File: config.mk
export PLATFORM = sky130hd
export DESIGN_NAME = url_field_splitter_top
export DESIGN_NICKNAME = d
export VERILOG_FILES = /design/src/rtl/core/ufs_pkg.sv /design/src/rtl/core/ufs_parser.sv /design/src/rtl/core/url_field_splitter_top.sv
export SDC_FILE = /design/constraint.sdc
export NUM_CORES = 1
export LEC_CHECK = 0
export BUFFER_PORTS_ARGS = -buffer_cell sky130_fd_sc_hd__clkbuf_2
export CORE_MARGIN = 2
export CORE_UTILIZATION = 40
export CTS_CLUSTER_DIAMETER = 200
export DETAILED_ROUTE_END_ITERATION = 10
export PLACE_DENSITY = 0.57
export SLEW_MARGIN = 0
export SYNTH_ARGS = -nofsm -noshare
export SYNTH_HDL_FRONTEND = slang
export SYNTH_SLANG_ARGS = --single-unit
File: constraint.sdc
create_clock -name clk -period 7.19 [get_ports clk]
set_input_delay 0.3595 -clock clk [delete_from_list [all_inputs] [get_ports clk]]
set_output_delay 0.3595 -clock clk [all_outputs]
set_load 0.005 [all_outputs]
File: src/rtl/core/ufs_pkg.sv
package ufs_pkg;

  localparam int UFS_MAX_URL_BYTES = 1024;

  localparam logic [1:0] ST_OK   = 2'd0;
  localparam logic [1:0] ST_MAL  = 2'd1;
  localparam logic [1:0] ST_LONG = 2'd2;

  localparam logic [1:0] PART_SCHEMA = 2'd0;
  localparam logic [1:0] PART_HOST   = 2'd1;
  localparam logic [1:0] PART_PATH   = 2'd2;
  localparam logic [1:0] PART_QUERY  = 2'd3;

  localparam int BIT_SCHEMA = 0;
  localparam int BIT_HOST   = 1;
  localparam int BIT_PORT   = 2;
  localparam int BIT_PATH   = 3;
  localparam int BIT_QUERY  = 4;

  localparam logic [7:0] CH_NUL   = 8'h00;
  localparam logic [7:0] CH_TAB   = 8'h09;
  localparam logic [7:0] CH_CR    = 8'h0D;
  localparam logic [7:0] CH_SPACE = 8'h20;
  localparam logic [7:0] CH_HASH  = 8'h23;
  localparam logic [7:0] CH_DASH  = 8'h2D;
  localparam logic [7:0] CH_DOT   = 8'h2E;
  localparam logic [7:0] CH_SLASH = 8'h2F;
  localparam logic [7:0] CH_D0    = 8'h30;
  localparam logic [7:0] CH_D9    = 8'h39;
  localparam logic [7:0] CH_COLON = 8'h3A;
  localparam logic [7:0] CH_QMARK = 8'h3F;
  localparam logic [7:0] CH_LA    = 8'h61;
  localparam logic [7:0] CH_LZ    = 8'h7A;

  typedef struct packed {
    logic [7:0] url_byte;
    logic       last;
  } ufs_in_t;

  typedef struct packed {
    logic [1:0]  status;
    logic [4:0]  present_mask;
    logic [9:0]  schema_offset;
    logic [10:0] schema_length;
    logic [9:0]  host_offset;
    logic [10:0] host_length;
    logic [15:0] port_number;
    logic [9:0]  path_offset;
    logic [10:0] path_length;
    logic [9:0]  query_offset;
    logic [10:0] query_length;
  } ufs_out_t;

endpackage

File: src/rtl/core/ufs_parser.sv
module ufs_parser import ufs_pkg::*; #(
  parameter int MAX_URL_BYTES = UFS_MAX_URL_BYTES
) (
  input  logic     clk,
  input  logic     rst,
  input  logic     step,
  input  ufs_in_t  item,
  output logic     emit,
  output ufs_out_t result
);

  localparam int OFS_W = $clog2(MAX_URL_BYTES + 1);
  localparam logic [OFS_W-1:0] MAX_OFS = OFS_W'(MAX_URL_BYTES);

  localparam logic [2:0] PH_START  = 3'd0;
  localparam logic [2:0] PH_SCHEMA = 3'd1;
  localparam logic [2:0] PH_SLASH  = 3'd2;
  localparam logic [2:0] PH_HOST   = 3'd3;
  localparam logic [2:0] PH_PORT   = 3'd4;
  localparam logic [2:0] PH_PATH   = 3'd5;
  localparam logic [2:0] PH_QUERY  = 3'd6;

  logic [2:0]       phase, phase_next, w_phase;
  logic [OFS_W-1:0] ofs, ofs_next, w_ofs;
  logic             skip, skip_next;
  logic [4:0]       present, present_next, w_present;
  logic [OFS_W-1:0] offs [4];
  logic [OFS_W-1:0] offs_next [4];
  logic [OFS_W-1:0] w_offs [4];
  logic [OFS_W-1:0] lens [4];
  logic [OFS_W-1:0] lens_next [4];
  logic [OFS_W-1:0] w_lens [4];
  logic [15:0]      port, port_next, w_port;

  logic [7:0]       c;
  logic [7:0]       low_c;
  logic             is_blank, is_letter, is_digit;
  logic [19:0]      port_sum;
  logic             fail, done, close_en;
  logic [OFS_W-1:0] close_end;
  logic [1:0]       status;

  function automatic logic [9:0] fit10(input logic [OFS_W-1:0] v);
    logic [OFS_W+9:0] w;
    w = {10'd0, v};
    return w[9:0];
  endfunction

  function automatic logic [10:0] fit11(input logic [OFS_W-1:0] v);
    logic [OFS_W+10:0] w;
    w = {11'd0, v};
    return w[10:0];
  endfunction

  assign c         = item.url_byte;
  assign low_c     = c | CH_SPACE;
  assign is_blank  = (c == CH_SPACE) || (c >= CH_TAB && c <= CH_CR);
  assign is_letter = (low_c >= CH_LA) && (low_c <= CH_LZ);
  assign is_digit  = (c >= CH_D0) && (c <= CH_D9);
  assign port_sum  = 20'({port, 3'b000}) + 20'({port, 1'b0}) + 20'(c - CH_D0);

  always_comb begin
    w_phase   = phase;
    w_ofs     = ofs;
    w_present = present;
    w_offs    = offs;
    w_lens    = lens;
    w_port    = port;
    emit      = 1'b0;
    status    = ST_OK;
    fail      = 1'b0;
    done      = 1'b0;
    close_en  = 1'b0;
    close_end = ofs;

    if (skip) begin
      emit = 1'b0;
    end else if (c == CH_NUL) begin
      close_en = 1'b1;
      emit     = 1'b1;
    end else if (ofs >= MAX_OFS) begin
      emit   = 1'b1;
      status = ST_LONG;
    end else begin
      w_ofs = ofs + 1'b1;
      unique case (phase)
        PH_START: begin
          if (is_blank) begin
            w_phase = PH_START;
          end else if (is_letter) begin
            w_offs[PART_SCHEMA] = ofs;
            w_phase = PH_SCHEMA;
          end else if (c == CH_SLASH) begin
            w_offs[PART_PATH] = ofs;
            w_phase = PH_PATH;
          end else begin
            fail = 1'b1;
          end
        end
        PH_SCHEMA: begin
          if (c == CH_COLON) begin
            w_lens[PART_SCHEMA] = ofs - offs[PART_SCHEMA];
            w_present[BIT_SCHEMA] = 1'b1;
            w_phase = PH_SLASH;
          end else if (!is_letter) begin
            fail = 1'b1;
          end
        end
        PH_SLASH: begin
          if (is_letter) begin
            w_offs[PART_HOST] = ofs;
            w_phase = PH_HOST;
          end else if (c != CH_SLASH) begin
            fail = 1'b1;
          end
        end
        PH_HOST: begin
          if (is_letter || is_digit || c == CH_DOT || c == CH_DASH) begin
            w_phase = PH_HOST;
          end else if (c == CH_COLON) begin
            w_lens[PART_HOST] = ofs - offs[PART_HOST];
            w_present[BIT_HOST] = 1'b1;
            w_port = 16'd0;
            w_phase = PH_PORT;
          end else if (c == CH_SLASH) begin
            w_lens[PART_HOST] = ofs - offs[PART_HOST];
            w_present[BIT_HOST] = 1'b1;
            w_offs[PART_PATH] = ofs;
            w_phase = PH_PATH;
          end else begin
            fail = 1'b1;
          end
        end
        PH_PORT: begin
          if (is_digit) begin
            w_port = (port_sum > 20'd65535) ? 16'hFFFF : port_sum[15:0];
          end else if (c == CH_SLASH) begin
            w_present[BIT_PORT] = 1'b1;
            w_offs[PART_PATH] = ofs;
            w_phase = PH_PATH;
          end else if (is_blank) begin
            w_present[BIT_PORT] = 1'b1;
            done = 1'b1;
          end else begin
            fail = 1'b1;
          end
        end
        PH_PATH: begin
          if (c == CH_QMARK) begin
            w_lens[PART_PATH] = ofs - offs[PART_PATH];
            w_present[BIT_PATH] = 1'b1;
            w_offs[PART_QUERY] = w_ofs;
            w_phase = PH_QUERY;
          end else if (c == CH_HASH || is_blank) begin
            w_lens[PART_PATH] = ofs - offs[PART_PATH];
            w_present[BIT_PATH] = 1'b1;
            done = 1'b1;
          end
        end
        PH_QUERY: begin
          if (c == CH_HASH || is_blank) begin
            w_lens[PART_QUERY] = ofs - offs[PART_QUERY];
            w_present[BIT_QUERY] = 1'b1;
            done = 1'b1;
          end
        end
        default: begin
          fail = 1'b1;
        end
      endcase

      if (fail) begin
        emit   = 1'b1;
        status = ST_MAL;
      end else if (done) begin
        emit = 1'b1;
      end else if (item.last) begin
        close_en  = 1'b1;
        close_end = w_ofs;
        emit      = 1'b1;
      end
    end

    if (close_en) begin
      unique case (w_phase)
        PH_SCHEMA: begin
          w_lens[PART_SCHEMA] = close_end - w_offs[PART_SCHEMA];
          w_present[BIT_SCHEMA] = 1'b1;
        end
        PH_HOST: begin
          w_lens[PART_HOST] = close_end - w_offs[PART_HOST];
          w_present[BIT_HOST] = 1'b1;
        end
        PH_PORT: begin
          w_present[BIT_PORT] = 1'b1;
        end
        PH_PATH: begin
          w_lens[PART_PATH] = close_end - w_offs[PART_PATH];
          w_present[BIT_PATH] = 1'b1;
        end
        PH_QUERY: begin
          w_lens[PART_QUERY] = close_end - w_offs[PART_QUERY];
          w_present[BIT_QUERY] = 1'b1;
        end
        default: begin
          w_present = w_present;
        end
      endcase
    end
  end

  always_comb begin
    result        = '0;
    result.status = status;
    if (status == ST_OK) begin
      result.present_mask = w_present;
      if (w_present[BIT_SCHEMA]) begin
        result.schema_offset = fit10(w_offs[PART_SCHEMA]);
        result.schema_length = fit11(w_lens[PART_SCHEMA]);
      end
      if (w_present[BIT_HOST]) begin
        result.host_offset = fit10(w_offs[PART_HOST]);
        result.host_length = fit11(w_lens[PART_HOST]);
      end
      if (w_present[BIT_PORT]) begin
        result.port_number = w_port;
      end
      if (w_present[BIT_PATH]) begin
        result.path_offset = fit10(w_offs[PART_PATH]);
        result.path_length = fit11(w_lens[PART_PATH]);
      end
      if (w_present[BIT_QUERY]) begin
        result.query_offset = fit10(w_offs[PART_QUERY]);
        result.query_length = fit11(w_lens[PART_QUERY]);
      end
    end
  end

  always_comb begin
    if (item.last && (skip || emit)) begin
      phase_next   = PH_START;
      ofs_next     = '0;
      skip_next    = 1'b0;
      present_next = '0;
      port_next    = '0;
      for (int k = 0; k < 4; k++) begin
        offs_next[k] = '0;
        lens_next[k] = '0;
      end
    end else begin
      phase_next   = w_phase;
      ofs_next     = w_ofs;
      skip_next    = skip | emit;
      present_next = w_present;
      port_next    = w_port;
      offs_next    = w_offs;
      lens_next    = w_lens;
    end
  end

  always_ff @(posedge clk) begin
    if (rst) begin
      phase   <= PH_START;
      ofs     <= '0;
      skip    <= 1'b0;
      present <= '0;
      port    <= '0;
      for (int k = 0; k < 4; k++) begin
        offs[k] <= '0;
        lens[k] <= '0;
      end
    end else if (step) begin
      phase   <= phase_next;
      ofs     <= ofs_next;
      skip    <= skip_next;
      present <= present_next;
      port    <= port_next;
      offs    <= offs_next;
      lens    <= lens_next;
    end
  end

  a_ofs_bound: assert property (@(posedge clk) disable iff (rst)
    ofs <= MAX_OFS)
    else $error("byte offset past limit");

  a_skip_silent: assert property (@(posedge clk) disable iff (rst)
    skip |-> !emit)
    else $error("result while skipping");

  a_skip_hold: assert property (@(posedge clk) disable iff (rst)
    (step && skip && !item.last) |=> skip)
    else $error("skipping ended without last flag");

endmodule

File: src/rtl/core/url_field_splitter_top.sv
// Path: an accepted byte is held in the input register, where the parser reads it;
// its result, if any, is registered into the output register and shown on result.
// Throughput: one byte per cycle; the input stalls only while a result waits
// in the output register and the byte in the input register would make another.
// Reset (rst, synchronous): empties both registers and returns the parser to
// its start phase with offsets, lengths and port cleared.
module url_field_splitter_top import ufs_pkg::*; #(
  parameter int MAX_URL_BYTES = UFS_MAX_URL_BYTES
) (
  input  logic     clk,
  input  logic     rst,
  input  logic     item_valid,
  output logic     item_stall,
  input  ufs_in_t  item,
  output logic     result_valid,
  input  logic     result_stall,
  output ufs_out_t result
);

  logic     s1_valid;
  ufs_in_t  s1_item;
  logic     emit;
  ufs_out_t res_comb;
  logic     out_free;
  logic     advance;

  assign out_free   = !result_valid || !result_stall;
  assign advance    = s1_valid && (!emit || out_free);
  assign item_stall = s1_valid && !advance;

  ufs_parser #(
    .MAX_URL_BYTES(MAX_URL_BYTES)
  ) u_parser (
    .clk   (clk),
    .rst   (rst),
    .step  (advance),
    .item  (s1_item),
    .emit  (emit),
    .result(res_comb)
  );

  always_ff @(posedge clk) begin
    if (rst) begin
      s1_valid <= 1'b0;
    end else if (item_valid && !item_stall) begin
      s1_valid <= 1'b1;
    end else if (advance) begin
      s1_valid <= 1'b0;
    end
  end

  always_ff @(posedge clk) begin
    if (item_valid && !item_stall) begin
      s1_item <= item;
    end
  end

  always_ff @(posedge clk) begin
    if (rst) begin
      result_valid <= 1'b0;
    end else if (advance && emit) begin
      result_valid <= 1'b1;
    end else if (!result_stall) begin
      result_valid <= 1'b0;
    end
  end

  always_ff @(posedge clk) begin
    if (advance && emit) begin
      result <= res_comb;
    end
  end

  a_no_overwrite: assert property (@(posedge clk) disable iff (rst)
    !(advance && emit && result_valid && result_stall))
    else $error("held result overwritten");

  a_stall_needs_item: assert property (@(posedge clk) disable iff (rst)
    item_stall |-> (s1_valid && emit && result_valid))
    else $error("input stalled without cause");

  a_emit_shows: assert property (@(posedge clk) disable iff (rst)
    (advance && emit) |=> result_valid)
    else $error("result lost");

  a_fail_empty: assert property (@(posedge clk) disable iff (rst)
    (result_valid && result.status != ST_OK) |-> (result.present_mask == 5'd0))
    else $error("failed result carries fields");

endmodule
# Yosys cells after proc, flatten, opt, wreduce, memory -nomap -nowiden

Index checks and enable logic that the tools add are counted.

Input port bits: 13
Logic and storage cells: 245
Bits in registers: 242

Multiplexer cells: 141
Reductions and logical operators: 32
Equality and inequality tests: 23
Bitwise operators: 1
Order comparisons: 8
Add/sub/neg operators: 12

Operator list:

| kind                                                                                | count |
|---|---|
| 11-bit two-way mux                                                                  | 38 |
| 44-bit two-way mux                                                                  | 9 |
| 16-bit two-way mux                                                                  | 8 |
| 11-bit subtractor                                                                   | 8 |
| 1-bit two-way mux                                                                   | 60 |
| 8-bit by 6-bit == test with 1-bit output, second input constant                     | 7 |
| 3-bit two-way mux                                                                   | 13 |
| 11-bit case mux with 3 select lines                                                 | 1 |
| 16-bit case mux with 2 select lines                                                 | 1 |
| 5-bit two-way mux                                                                   | 5 |
| 19-bit by 17-bit adder with 20-bit output                                           | 1 |
| 20-bit adder                                                                        | 1 |
| 20-bit by 16-bit > comparator with 1-bit output, second input constant              | 1 |
| 3-bit == test, second input constant                                                | 6 |
| 3-bit case mux with 6 select lines                                                  | 1 |
| 11-bit by 1-bit adder with 11-bit output, second input constant                     | 1 |
| 11-bit greater-or-equal comparator, second input constant                           | 1 |
| 2-bit AND reduction                                                                 | 5 |
| 3-bit by 2-bit == test with 1-bit output, second input constant                     | 3 |
| 8-bit by 6-bit subtractor with 9-bit output, second input constant                  | 1 |
| 8-bit by 4-bit greater-or-equal comparator with 1-bit output, second input constant | 1 |
| 8-bit by 6-bit greater-or-equal comparator with 1-bit output, second input constant | 1 |
| 8-bit by 7-bit greater-or-equal comparator with 1-bit output, second input constant | 1 |
| 8-bit by 4-bit less-or-equal comparator with 1-bit output, second input constant    | 1 |
| other kinds (19)                                                                    | 42 |

# Logic depth before layout (Yosys ltp)

Depth after elaboration: 23
Mapped depth: 22
Mapped depth without buffers: 21

# Modules after synthesis

Synthesis repeated with hierarchy kept, for this count alone.

Cells, all modules: 1883
Area, all modules: 16293.1 µm²

By module, submodules not included:

| module                 | cells an instance | instances | area an instance (µm²) |
|---|---|---|---|
| ufs_parser             | 1754              | 1         | 12717.2 |
| url_field_splitter_top | 129               | 1         | 3575.9 |

# Worst setup path before layout

Ideal clock, no wire load.

Path type: flip-flop to flip-flop
From: register s1_item[5] (netlist bit)
To: register u_parser.lens[32] (netlist bit)
Setup slack: 2.162 ns
Buffers on the path: 2
Period minus slack after synthesis: 5.028 ns
Cell stages (with the launch flop): 22
Setup time: 0.127 ns
Arrival time: 4.901 ns
Path through: edfxtp_1 ha_1 o211ai_1 and2_1 buf_2 a2111o_1 o41ai_2 a22oi_2 and3_1 clkbuf_1 o21ai_0 inv_1 fa_1 nor2b_1 o21ai_0 a21boi_0 o21ai_0 a21oi_1 nand3_1 nand2_1 nor4_1 or3_1

Cells in the longest elaborated chain, start to end: 19
Elaborated cells between the ends (all ways): 98

Ends and longest elaborated chain:

| item                                                                                                                                      | line                                                    | source |
|---|---|---|
| start, declared                                                                                                                           | url_field_splitter_top.sv:21                            | `ufs_in_t s1_item;` |
| start signal, assigned                                                                                                                    | url_field_splitter_top.sv:54                            | `s1_item <= item;` |
| 8-bit by 4-bit greater-or-equal comparator with 1-bit output or 8-bit by 4-bit less-or-equal comparator with 1-bit output (tied branches) | ufs_parser.sv:57                                        | `assign is_blank = (c == CH_SPACE) \|\| (c >= CH_TAB && c <= CH_CR);` |
| 1-bit logical AND                                                                                                                         | ufs_parser.sv:57                                        |  |
| 1-bit logical OR                                                                                                                          | ufs_parser.sv:57                                        |  |
| 1-bit two-way mux or 1-bit logical OR (tied branches)                                                                                     | ufs_parser.sv:141, ufs_parser.sv:154, ufs_parser.sv:161 |  |
| 1-bit two-way mux, on equally long branches                                                                                               | ufs_parser.sv:137, ufs_parser.sv:154, ufs_parser.sv:161 |  |
| 1-bit two-way mux, on equally long branches                                                                                               | ufs_parser.sv:135, ufs_parser.sv:149                    |  |
| 1-bit case mux with 3 select lines                                                                                                        | ufs_parser.sv:86                                        | `unique case (phase)` |
| 1-bit two-way mux                                                                                                                         | ufs_parser.sv:81                                        | `end else if (ofs >= MAX_OFS) begin` |
| [... 3 more ...]                                                                                                                          | -                                                       |  |
| 11-bit two-way mux                                                                                                                        | ufs_parser.sv:172                                       | `if (fail) begin` |
| 11-bit two-way mux                                                                                                                        | ufs_parser.sv:81                                        |  |
| 11-bit two-way mux                                                                                                                        | ufs_parser.sv:78                                        | `end else if (c == CH_NUL) begin` |
| 11-bit two-way mux                                                                                                                        | ufs_parser.sv:76                                        | `if (skip) begin` |
| 11-bit subtractor                                                                                                                         | ufs_parser.sv:191                                       | `w_lens[PART_HOST] = close_end - w_offs[PART_HOST];` |
| 11-bit two-way mux                                                                                                                        | ufs_parser.sv:185                                       | `unique case (w_phase)` |
| 44-bit two-way mux                                                                                                                        | ufs_parser.sv:184                                       | `if (close_en) begin` |
| 44-bit two-way mux                                                                                                                        | ufs_parser.sv:240                                       | `if (item.last && (skip \|\| emit)) begin` |
| end signal, assigned                                                                                                                      | ufs_parser.sv:279                                       | `lens <= lens_next;` |
| end, declared                                                                                                                             | ufs_parser.sv:30                                        | `logic [OFS_W-1:0] lens [4];` |

Several ways; a longest one is shown, not always the timed one. The select of a mux whose other input is x is not followed.
A chain may end at the register's enable or synchronous reset.

# Worst setup path after layout

From: register s1_item[5] (netlist bit)
To: register result[10] (netlist bit) (data pin)

Cells in the longest elaborated chain, start to end: 18
Elaborated cells between the ends (all ways): 98

Ends and longest elaborated chain:

| item                                                                                                                                      | line                                                    | source |
|---|---|---|
| 8-bit by 4-bit greater-or-equal comparator with 1-bit output or 8-bit by 4-bit less-or-equal comparator with 1-bit output (tied branches) | ufs_parser.sv:57                                        |  |
| 1-bit logical AND                                                                                                                         | ufs_parser.sv:57                                        |  |
| 1-bit logical OR                                                                                                                          | ufs_parser.sv:57                                        |  |
| 1-bit two-way mux or 1-bit logical OR (tied branches)                                                                                     | ufs_parser.sv:141, ufs_parser.sv:154, ufs_parser.sv:161 |  |
| 1-bit two-way mux, on equally long branches                                                                                               | ufs_parser.sv:137, ufs_parser.sv:154, ufs_parser.sv:161 |  |
| 1-bit two-way mux, on equally long branches                                                                                               | ufs_parser.sv:135, ufs_parser.sv:149                    |  |
| 1-bit case mux with 3 select lines                                                                                                        | ufs_parser.sv:86                                        |  |
| 1-bit two-way mux                                                                                                                         | ufs_parser.sv:81                                        |  |
| [... 2 more ...]                                                                                                                          | -                                                       |  |
| 11-bit two-way mux                                                                                                                        | ufs_parser.sv:175                                       | `end else if (done) begin` |
| 11-bit two-way mux                                                                                                                        | ufs_parser.sv:172                                       |  |
| 11-bit two-way mux                                                                                                                        | ufs_parser.sv:81                                        |  |
| 11-bit two-way mux                                                                                                                        | ufs_parser.sv:78                                        |  |
| 11-bit two-way mux                                                                                                                        | ufs_parser.sv:76                                        |  |
| 11-bit subtractor                                                                                                                         | ufs_parser.sv:202                                       | `w_lens[PART_QUERY] = close_end - w_offs[PART_QUERY];` |
| 11-bit two-way mux                                                                                                                        | ufs_parser.sv:185                                       |  |
| 44-bit two-way mux                                                                                                                        | ufs_parser.sv:184                                       |  |
| end signal, assigned                                                                                                                      | url_field_splitter_top.sv:70                            | `result <= res_comb;` |
| end, declared                                                                                                                             | url_field_splitter_top.sv:17                            | `output ufs_out_t result` |

Several ways; a longest one is shown, not always the timed one. The select of a mux whose other input is x is not followed.

==> impl_metrics.yaml <==
status:
  status: "finished, final reports clean"
sta:
  hold_violations: 0
  worst-slew-pin-transition_ps: 1240
  fmax_mhz: 161
  holdWs_ps: 42.8
  final.min_clock_period_ps: 6210
  fin_crit_sh_pct: 86.4
  setup_tns_ps: 0
  timing.final.max_slew_violations: 0
  setup_viol: 0
  rsz0062_at_grt: "no"
  fin_worst_skew_ps: 19.1
  slew_headroom_pct: 17.2
floorplan:
  num_rows: 73
  coreArea_um2: 39900
  die_area_um2: 42300
  io_pins: 122
  die_w_um: 206
  die_y_um: 206
  start_util_pct: 40.7
worst_setup_path:
  worstPathArrival_ps: 6500
  cp_max_fo: 27
  path_buf_inv: 0
  cp_top_family: "compound AO/OA/AOI/OAI gates"
  worstSetupEndpointType: "flip-flop"
  crit_required_ps: 7480
  critPathMaxStageDelay_ps: 940
  path_cells: "ha_1, o211ai_1, and2_1, a2111o_1, o41ai_2, a22oi_2, and3_1, nand2_1, xnor2_1, ha_1, a21o_1, a21oi_1, o21ai_0, o21ai_0, nand2b_1, a21oi_1, o21ai_0, xnor2_1, a211oi_1"
  critPathKind: "reg2reg"
  start_kind: "flip-flop"
  cpMostUsedCell: "o21ai_0"
  critPathSlowestCell: "and2_1"
clock_network:
  clk_path_buf_depth: 3
  cts_tree: "done"
  cts_max_level: 1
  postCtsSetupBuffers: 0
  clkSinkCount: 242
  clock-root-buffer: "clkbuf_16"
  path_clk_slew_ps: 60
  worstSkewPairLatency_ps: 580
  cts_made_buffers: 30
  cts_resized: 0
synth:
  syn_inst: 1843
  yosysWarningCount: 0
  synth_edf_count: 116
  syn_avg_cell_area_um2: 8.82
  async_reset_ff_share_pct: 0
  synth_cell_types: 94
  ys_ff_latch: 242
  yosysSeqAreaShare_pct: 36.9
  ys.flop_type: "dfxtp_1"
  syn_area_um2: 16300
  synth.net_count: 1985
grt:
  antenna_found_initial: 0
  grt_max_degree: 64
  grt_use_met1_pct: 32.4
  grt_pass1_wl_um: 74400
  first_global_vias: 13100
  use_met3_pct: 2.98
  grt-ovfl-total: 0
  use_met2_pct: 35.0
  grt.busiest_layer: "met2"
  grt_use_total_pct: 22.5
finish:
  diodes: 0
  synthToLayoutAreaGrowth_pct: 13.1
  fin_util_pct: 46.1
  final_cells: 2471
  final.fill_count: 3841
  final_layout_size_suffix_gt1_share_pct: 12.5
  fin_nets: 2064
run:
  drv_cap: 0
placed_design:
  dp_hpwl_um: 33600
  io_buffer_count: 121
  dp_cells: 2405
  place.gp.congestion: 0.909
routing:
  via_per_inst: 5.62
  first_pass_iters: 7
  drt_iter0_drc: 939
  ant_nets: 0
  wire_per_inst_um: 19.3
  dr_total_vias: 13900
  drc: 0
  wl_um: 47700
power_and_ir_drop:
  leakagePower_nw: 6.91
  ir_drop_mv: 0.166
  power.total_w: 0.00331
  cellPowerDensity_nw_per_um2: 180
min_path:
  hp-class: "in2reg"
-- worst register-to-register path: stages, from the launching register on --
cell,delay [ps]
edfxtp_1,490
ha_1,320
o211ai_1,150
and2_1,940
a2111o_1,320
o41ai_2,120
a22oi_2,340
and3_1,470
nand2_1,130
xnor2_1,620
ha_1,390
a21o_1,200
a21oi_1,230
o21ai_0,150
o21ai_0,220
nand2b_1,80
a21oi_1,240
o21ai_0,170
xnor2_1,250
a211oi_1,110
-- sequential cells by signal (all words and copies together) (netlist names) --
name	cells
u_parser.phase	3
u_parser.skip	1
u_parser.lens	44
s1_valid	1
u_parser.offs	44
u_parser.port	16
result	107
u_parser.present	5
result_valid	1
s1_item	9
u_parser.ofs	11
-- power by group --
group	switching (W)	leakage [nW]	internal [W]
Clock	0.000634	0.499	0.000958
Sequential	0.0000206	2.09	0.00148
Combinational	0.000154	4.32	0.0000713
Total	0.000809	6.91	0.00251
-- cell type report --
| cell class | instances | area (um2) | area share [%] |
|---|---|---|---|
| Multi-Input combinational cell | 1394 | 9430 | 51.3 |
| Clock inverter | 23 | 275 | 1.50 |
| Tap cell | 525 | 657 | 3.57 |
| Inverter | 103 | 389 | 2.12 |
| Clock buffer | 33 | 772 | 4.20 |
| Timing Repair Buffer | 151 | 853 | 4.64 |
| Sequential cell | 242 | 6010 | 32.7 |
-- final timing paths --
kind | from | to | slack, ps | depth (start not counted)
setup / recovery | s1_item[5]$_DFFE_PP_ | result[10]$_SDFFCE_PN0P_ | 980 | 19
hold / removal | item_valid | s1_valid$_SDFFE_PP0P_ | 40 | 3
setup reg to reg | s1_item[5]$_DFFE_PP_ | result[10]$_SDFFCE_PN0P_ | 980 | 19
hold reg to reg | u_parser.lens[39]$_SDFFE_PP0P_ | u_parser.lens[39]$_SDFFE_PP0P_ | 450 | 2
-- cells in the mapped netlist (28+ instances only) --
library cell,instances,share of area [%]
inv_1,101,2.3
dfxtp_1,126,16
xnor2_1,58,3.1
nor2b_1,28,1.1
nand2_1,170,3.9
ha_1,106,8.2
edfxtp_1,116,21
nor3_1,63,1.9
nor2_1,199,4.6
mux2i_1,53,3.3
and3_1,28,1.1
o21ai_0,130,4.0
xor2_1,33,1.8
clkbuf_1,65,1.5
a21oi_1,154,4.7
-- logic make-up (layout without fill, tap and decap cells) --
group	after synthesis	count (layout)	share of synthesized area [%]
flops	242	242	36.9
buf+inv	207	310	5.28
fa+ha+maj	129	129	11.0
mux	62	62	3.91
simple gates	621	621	18.5
compound gates	491	491	19.5
xor+xnor	91	91	4.90
-- metrics by stage --
stage	cell area, um2	setup WS, ps
2_1_floorplan	16300	2160
3_3_place_gp	17200	952
3_5_place_dp	17200	776
4_1_cts	18400	783
5_1_grt	18400	617
6_report	18400	979
-- what timing repair did --
action,CTS,global route
hold buffers,9,0
endpoints found under the hold margin,9,0
setup endpoints to repair,0,0
-- cell usage in the layout, fill, tap and decap left out, types with 12 or more instances in the layout --
cell type / n
or3_1: 12
clkbuf_2: 121
nor3_1: 63
o211ai_1: 25
a22o_1: 14
ha_1: 106
nand3b_1: 12
dfxtp_1: 126
a21o_1: 23
nor2_1: 197
xnor2_1: 58
inv_1: 100
mux2i_1: 53
nand2b_1: 21
and3_1: 28
o21ai_0: 130
o21a_1: 19
fa_1: 23
nand3_1: 19
buf_4: 21
and2_1: 12
nor2b_1: 28
xor2_1: 33
a21oi_1: 154
nand2_1: 170
edfxtp_1: 116
clkbuf_16: 30
-- routing by layer --
layer | vias to the layer above | wire length, um
li1 | 6759 | -
met1 | 6620 | 22500
met2 | 432 | 20900
met3 | 84 | 3050
met4 | 0 | 1220
met5 | - | 0
Power figures use the tool's default switching activity.
